File: config.mk
export PLATFORM = sky130hd
export DESIGN_NAME = kaae_cell
export DESIGN_NICKNAME = d
export VERILOG_FILES = /design/src/kaae_pkg.sv /design/src/kaae_cell.sv
export SDC_FILE = /design/constraint.sdc
export NUM_CORES = 1
export LEC_CHECK = 0
export BUFFER_PORTS_ARGS = -buffer_cell sky130_fd_sc_hd__clkbuf_2
export CAP_MARGIN = 0
export CORE_ASPECT_RATIO = 0.8
export CORE_MARGIN = 5
export CORE_UTILIZATION = 52
export DETAILED_ROUTE_END_ITERATION = 12
export GPL_ROUTABILITY_DRIVEN = 0
export GPL_TIMING_DRIVEN = 0
export HOLD_SLACK_MARGIN = 0.02
export PLACE_DENSITY = 0.8
export SLEW_MARGIN = 40
export SYNTH_ARGS = -nofsm -noshare
export SYNTH_HDL_FRONTEND = slang
export SYNTH_SLANG_ARGS = --single-unit
File: constraint.sdc
create_clock -name clk -period 13.9 [get_ports clk]
set_input_delay 2.085 -clock clk [delete_from_list [all_inputs] [get_ports clk]]
set_output_delay 2.085 -clock clk [all_outputs]
set_load 0.1 [all_outputs]
File: src/kaae_pkg.sv
// Package for the key admission and age eviction table.
// Holds the payload structs, operation and result codes, and sizes.
// No dependencies.
package kaae_pkg;

  localparam int unsigned NumEntries = 64;

  typedef enum logic [2:0] {
    OP_COUNT      = 3'd0,
    OP_FILTER     = 3'd1,
    OP_RECORD_TS  = 3'd2,
    OP_END_BATCH  = 3'd3,
    OP_LOAD_COUNT = 3'd4,
    OP_LOAD_TS    = 3'd5,
    OP_RSVD6      = 3'd6,
    OP_RSVD7      = 3'd7
  } op_t;

  typedef enum logic [1:0] {
    KIND_FILTER  = 2'd0,
    KIND_EVICTED = 2'd1,
    KIND_FULL    = 2'd2,
    KIND_RSVD    = 2'd3
  } kind_t;

  localparam logic [1:0] REG_ADMIT_THRESHOLD = 2'd0;
  localparam logic [1:0] REG_ADMIT_ENABLE    = 2'd1;
  localparam logic [1:0] REG_AGE_THRESHOLD   = 2'd2;
  localparam logic [1:0] REG_EVICT_INTERVAL  = 2'd3;

  typedef struct packed {
    logic [2:0]         operation;
    logic signed [63:0] key;
    logic [31:0]        count;
    logic               count_given;
    logic [31:0]        timestamp;
  } in_item_t;

  typedef struct packed {
    logic [1:0]         kind;
    logic signed [63:0] result_key;
    logic               last;
  } out_item_t;

  // Broadcast from the controller to every cell.
  typedef struct packed {
    logic        lookup;     // not read by the cells; they always compare key, report hit and free
    logic        write;      // update the addressed cell
    logic        wr_count;   // write count field
    logic        wr_time;    // write time field
    logic        wr_key;     // write key (claim)
    logic        add;        // add to count (else load)
    logic [31:0] data;       // count or timestamp
    logic        sweep;      // sweep evaluation
    logic        clr_count;  // eviction also drops count
  } cell_ctl_t;

endpackage

File: src/kaae_cell.sv
// One table entry: key, count and time with their valid bits.
// Depends on kaae_pkg. Hit and free marks go to the priority chain in the top level.
module kaae_cell (
  input  logic                   clk,
  input  logic                   rst,
  input  kaae_pkg::cell_ctl_t    ctl,
  input  logic signed [63:0]     key_in,
  input  logic                   sel,          // this cell is addressed
  input  logic [31:0]            latest_time,
  input  logic [31:0]            age_threshold,
  input  logic                   evict_take,   // controller takes this eviction
  output logic                   hit,
  output logic                   free,
  output logic                   old,          // due for eviction
  output logic signed [63:0]     entry_key,
  output logic                   count_valid,
  output logic [31:0]            entry_count
);
  import kaae_pkg::*;

  logic        time_valid;
  logic [31:0] entry_time;
  logic [32:0] sum;
  logic signed [33:0] age;

  assign hit  = (count_valid | time_valid) && entry_key == key_in;
  assign free = !count_valid && !time_valid;
  assign age  = $signed({2'b00, latest_time}) - $signed({2'b00, entry_time});
  assign old  = time_valid && entry_key != -64'sd1 &&
                age > $signed({2'b00, age_threshold});
  assign sum  = (count_valid ? {1'b0, entry_count} : 33'd0) + {1'b0, ctl.data};

  // Hold or update the payload fields.
  always_ff @(posedge clk) begin
    if (ctl.write && sel) begin
      if (ctl.wr_key) entry_key <= key_in;
      if (ctl.wr_time) entry_time <= ctl.data;
      if (ctl.wr_count) begin
        if (ctl.add) entry_count <= sum[32] ? 32'hFFFF_FFFF : sum[31:0];
        else entry_count <= ctl.data;
      end
    end
  end

  // Valid bits: clear on reset, set on write; eviction drops time, and count when clr_count.
  always_ff @(posedge clk) begin
    if (rst) begin
      count_valid <= 1'b0;
      time_valid  <= 1'b0;
    end else if (ctl.write && sel) begin
      if (ctl.wr_count) count_valid <= 1'b1;
      if (ctl.wr_time) time_valid <= 1'b1;
    end else if (ctl.sweep && evict_take) begin
      time_valid <= 1'b0;
      if (ctl.clr_count) count_valid <= 1'b0;
    end
  end

  a_free_not_old: assert property (@(posedge clk) disable iff (rst) free |-> !old)
    else $error("free cell flagged old");
  a_evict_clears: assert property (@(posedge clk) disable iff (rst)
    ctl.sweep && evict_take && !(ctl.write && sel) |=> !time_valid)
    else $error("evicted cell kept time");
  a_write_valid: assert property (@(posedge clk) disable iff (rst)
    ctl.write && sel && ctl.wr_count |=> count_valid)
    else $error("count write lost");
endmodule

Word level (Yosys, flattened, before mapping)
Index checks and enable logic that the tools add are counted.
{"block": "totals", "regBits": 130, "in_bits": 172, "out_inout_bits": 100, "elab_cells": 38}
{"block": "classes", "n_addsub": 2, "n_lt_le_gt_ge": 1, "eq_ne": 4, "mux": 10, "bitwise": 1, "n_reduce_logical": 15}
{"operator": "two-way mux 32 bit", "n": 3}
{"operator": "== test 64 bit", "n": 1}
{"operator": "inequality test 64 x 1 -> 1 bit (second input constant)", "n": 1}
{"operator": "adder 32 x 32 -> 33 bit", "n": 1}
{"operator": "> comparator 33 bit", "n": 1}
{"operator": "subtractor 32 x 32 -> 33 bit", "n": 1}
{"operator": "AND reduction 2 bit", "n": 4}
{"operator": "two-way mux 1 bit", "n": 7}
{"operator": "logical AND 1 bit", "n": 6}
{"operator": "inequality test 2 bit (second input constant)", "n": 2}
{"operator": "nonzero test 2 bit", "n": 2}
{"operator": "AND reduction 3 bit", "n": 1}
{"operator": "logical NOT 1 bit", "n": 2}
{"operator": "OR 1 bit", "n": 1}

Longest topological paths before layout
{"block": "logic_depth", "ltp_word": 4, "mapped_depth": 19, "ltp_nobuf": 19}

Worst setup path before layout
Ideal clock, no wire load.
{"block": "synth_timing", "path_type": "in2out", "startpoint": "input latest_time[0]", "endpoint": "output old", "arrival_ps": 7426, "required_ps": 11815, "path_slack_ps": 4389, "path_stages": 18, "n_path_buf": 0, "path_cell_list": "inv_1 -> ha_1 -> fa_1 -> nor2b_1 -> o31ai_1 -> a2111oi_2 -> o2111ai_1 -> a311oi_1 -> a221oi_1 -> mux2i_1 -> o2111ai_1 -> ha_1 -> o21ai_0 -> nand2b_1 -> a21oi_1 -> a211oi_1 -> nand3_1 -> a211oi_1"}
{"block": "synth_via", "elab_chain_len": 3}
{"item": "start, declared", "line_no": "kaae_cell.sv:9", "source": "input logic [31:0] latest_time,"}
{"item": "subtractor 32 x 32 -> 33 bit", "line_no": "kaae_cell.sv:28", "source": "assign age = $signed({2'b00, latest_time}) - $signed({2'b00, entry_time});"}
{"item": "> comparator 33 bit", "line_no": "kaae_cell.sv:30", "source": "age > $signed({2'b00, age_threshold});"}
{"item": "logical AND 1 bit", "line_no": "kaae_cell.sv:29", "source": "assign old = time_valid && entry_key != -64'sd1 &&"}
{"item": "end, declared", "line_no": "kaae_cell.sv:14", "source": "output logic old,"}
Every way passes these cells.

Final worst setup path
Ends and elaborated chain as after synthesis.

==> impl_metrics.ini <==
[worst_hold_path]
hp-class = reg2reg

[detailed_routing]
wl_per_cell_um = 19.3
viasPerCell = 5.83
final_antenna_net_count = 0
wl_um = 28100
drcViolationCount = 0
drt_first_pass_iters = 5
vias = 8490
drt_iter0_markers = 688

[final_layout]
fin_cells = 1456
syn2layout_area_growth_pct = 25.0
fin_nets = 1482
drive_above_1_share_pct = 25.9

[clock_network]
cts.repair.resized = 0
clock_path_buffers = 2
root_buffer = clkbuf_16
numCtsBuffers = 17
hold_buffers = 0
cts-htree-levels = 4
clock_latency_ns = 0.43
cts.clk_slew.worst_paths_ns = 0.06
cts.sinks = 130
post_cts_buffers = 0
cts_tree = done

[synthesis]
synth_ff_type = edfxtp_1
ys_warn_count = 0
ys_seq_area_share_pct = 41.2
synth_edf_count = 128
async_flop_share_pct = 0
synth_area_um2 = 9420
synth_cell_type_count = 62
syn-num-nets = 1191
avgSynthCellArea_um2 = 10.2
synth_cells = 921
ys_ff_latch = 130

[placed_design]
place_inst = 1423
hpwl_um = 22900
portBuffers = 269

[setup_path]
worst_setup_path_start_kind = input pin
cp.required_ns = 11.81
arrival_ns = 6.76
cp_max_fo = 3
worstSetupPathType = in2out
crit_path_end_kind = output port

[floorplanning]
io_pins = 272
start_util_pct = 52.5
fp-row-count = 44
die_h_um = 130
die_x_um = 160
die_area_um2 = 20900
coreArea_um2 = 17900

[global_route]
grt_overflow = 0
globalRouteMet2Util_pct = 40.5
met1_usage_pct = 36.0
use_met3_pct = 5.96
grt_pass1_wl_um = 41900
grt_max_degree = 44
antenna_found_initial = 0
track_usage_pct = 25.7
grt-busiest-layer = met2
grt_pass1_vias = 7854

[sta]
finalSetupTns_ns = 0
min_period_ns = 8.85
final_max_slew_viol_count = 0
finalCritPeriodShare_pct = 63.7
setup-violations-final = 0
hold_viol_final = 0
worst_clock_skew_ns = 0.0115
rsz0062_at_grt = false
fmax_mhz = 113
tightest_slew_ns = 0.790
timing.slew.headroom_pct = 46.9

[run]
drv_cap = 0

[power_and_ir_drop]
power_frac_comb_pct = 26.3
cellPowerDensity_nw_per_um2 = 110
irDropWorstVdd_v = 0.0000637
switching_power_uw = 420
total_leakage_power_uw = 0.00542
switching_share_pct = 32.3
pwr-share-seq_pct = 36.0
p_clk_share_pct = 37.7
power.internal_uw = 879

[run_status]
status = completed
==> layout make-up <==
class / count / area [µm²]
flip-flops and latches: 130 / 3880
inverters: 96 / 360
clock buffers: 20 / 457
multi-input cells: 682 / 5110
well taps: 230 / 288
plain buffers: 13 / 71.3
fillers: 1439 / 6170
clock inverters: 12 / 179
repair buffers: 272 / 1420
diodes: 1 / 2.50
==> cell usage in the layout (no fill, tap or decap), types with 27 or more instances in the layout <==
cell type,synthesis,final
clkbuf_2,0,269
edfxtp_1,128,128
inv_1,96,96
ha_1,96,96
a21oi_1,67,67
xor2_1,52,52
xnor2_1,48,48
nor2_1,46,46
nand4_1,39,39
nand2_1,34,34
and2_1,34,34
o21ai_0,33,33
a21o_1,33,33
o22a_1,27,27
==> power by group through the flow <==
stage | sequential [µW] | clock [µW] | combinational [µW]
floorplan | 557 | 0 | 165
global placement | 475 | 0 | 329
detailed placement | 475 | 0 | 338
CTS | 467 | 493 | 341
global route | 468 | 513 | 371
finish | 467 | 490 | 342
==> stage by stage <==
stage	instance area, µm²	hold WS (ns)	power (µW)	util, %	setup slack, ns
CTS	11800	0.626	1300	65.6	5.10
global placement	11100	0.618	803	61.6	5.23
global route	11800	0.657	1350	65.6	4.59
detailed placement	11100	0.615	813	62.0	5.09
finish	11800	0.630	1300	65.6	5.05
floorplan	9420	0.495	722	-	4.39
==> sequential cells by signal, indices dropped and copies added (netlist names) <==
name	count
entry_key	64
entry_count	32
entry_time	32
count_valid	1
time_valid	1
==> final timing paths <==
path | startpoint | slack, ns | depth (start not counted) | end
max | latest_time[0] | 5.05 | 20 | old
min | time_valid$_SDFFE_PP0P_ | 0.63 | 2 | time_valid$_SDFFE_PP0P_
max reg2reg | count_valid$_SDFFE_PP0P_ | 9.95 | 12 | entry_count[25]$_DFFE_PP_
min reg2reg | time_valid$_SDFFE_PP0P_ | 0.63 | 2 | time_valid$_SDFFE_PP0P_
==> cell usage after synthesis (all sizes together) (9+ instances only) <==
cell type / number / share of area [%]
a211oi: 9 / 0.72
a21o: 33 / 2.6
a21oi: 67 / 3.6
and2: 34 / 2.3
and3: 11 / 0.73
clkbuf: 10 / 0.40
edfxtp: 128 / 41
ha: 96 / 13
inv: 96 / 3.8
nand2: 34 / 1.4
nand3: 15 / 0.80
nand4: 39 / 2.6
nor2: 46 / 1.8
nor3: 10 / 0.53
nor4: 18 / 1.2
o21a: 10 / 0.80
o21ai: 33 / 1.8
o22a: 27 / 2.5
xnor2: 48 / 4.5
xor2: 52 / 4.8
==> per-layer routing <==
metal	vias up	wire length, µm
met5	-	0
met4	0	549
met3	42	2430
met2	422	12800
met1	3975	12300
li1	4051	-
==> cells by family (layout without fill, tap and decap cells) <==
kind of cell / after synthesis / after routing / share of synthesized area [%]
other: 0 / 1 / 0
xor gates and xnor gates: 100 / 100 / 9.30
adders and majority gates: 98 / 98 / 13.2
buffers and inverters: 109 / 413 / 4.58
AOI/OAI and AO/OA: 249 / 249 / 18.3
DFF: 130 / 130 / 41.2
muxes: 3 / 3 / 0.345
and+or+nand+nor: 232 / 232 / 13.1
==> worst max-delay path, stage by stage <==
cell and delay, ns:
clkbuf_2 0.08, inv_1 0.04, ha_1 0.21, fa_1 0.41, nor2b_1 0.19, o31ai_1 0.14, a2111oi_2 0.51, o2111ai_1 0.22
a311oi_1 0.50, a221oi_1 0.28, mux2i_1 0.21, o2111ai_1 0.17, ha_1 0.34, o21ai_0 0.09, nand2b_1 0.07, a21oi_1 0.06
a211oi_1 0.21, nand3_1 0.10, a211oi_1 0.31, clkbuf_2 0.52
Power figures use the tool's default switching activity.
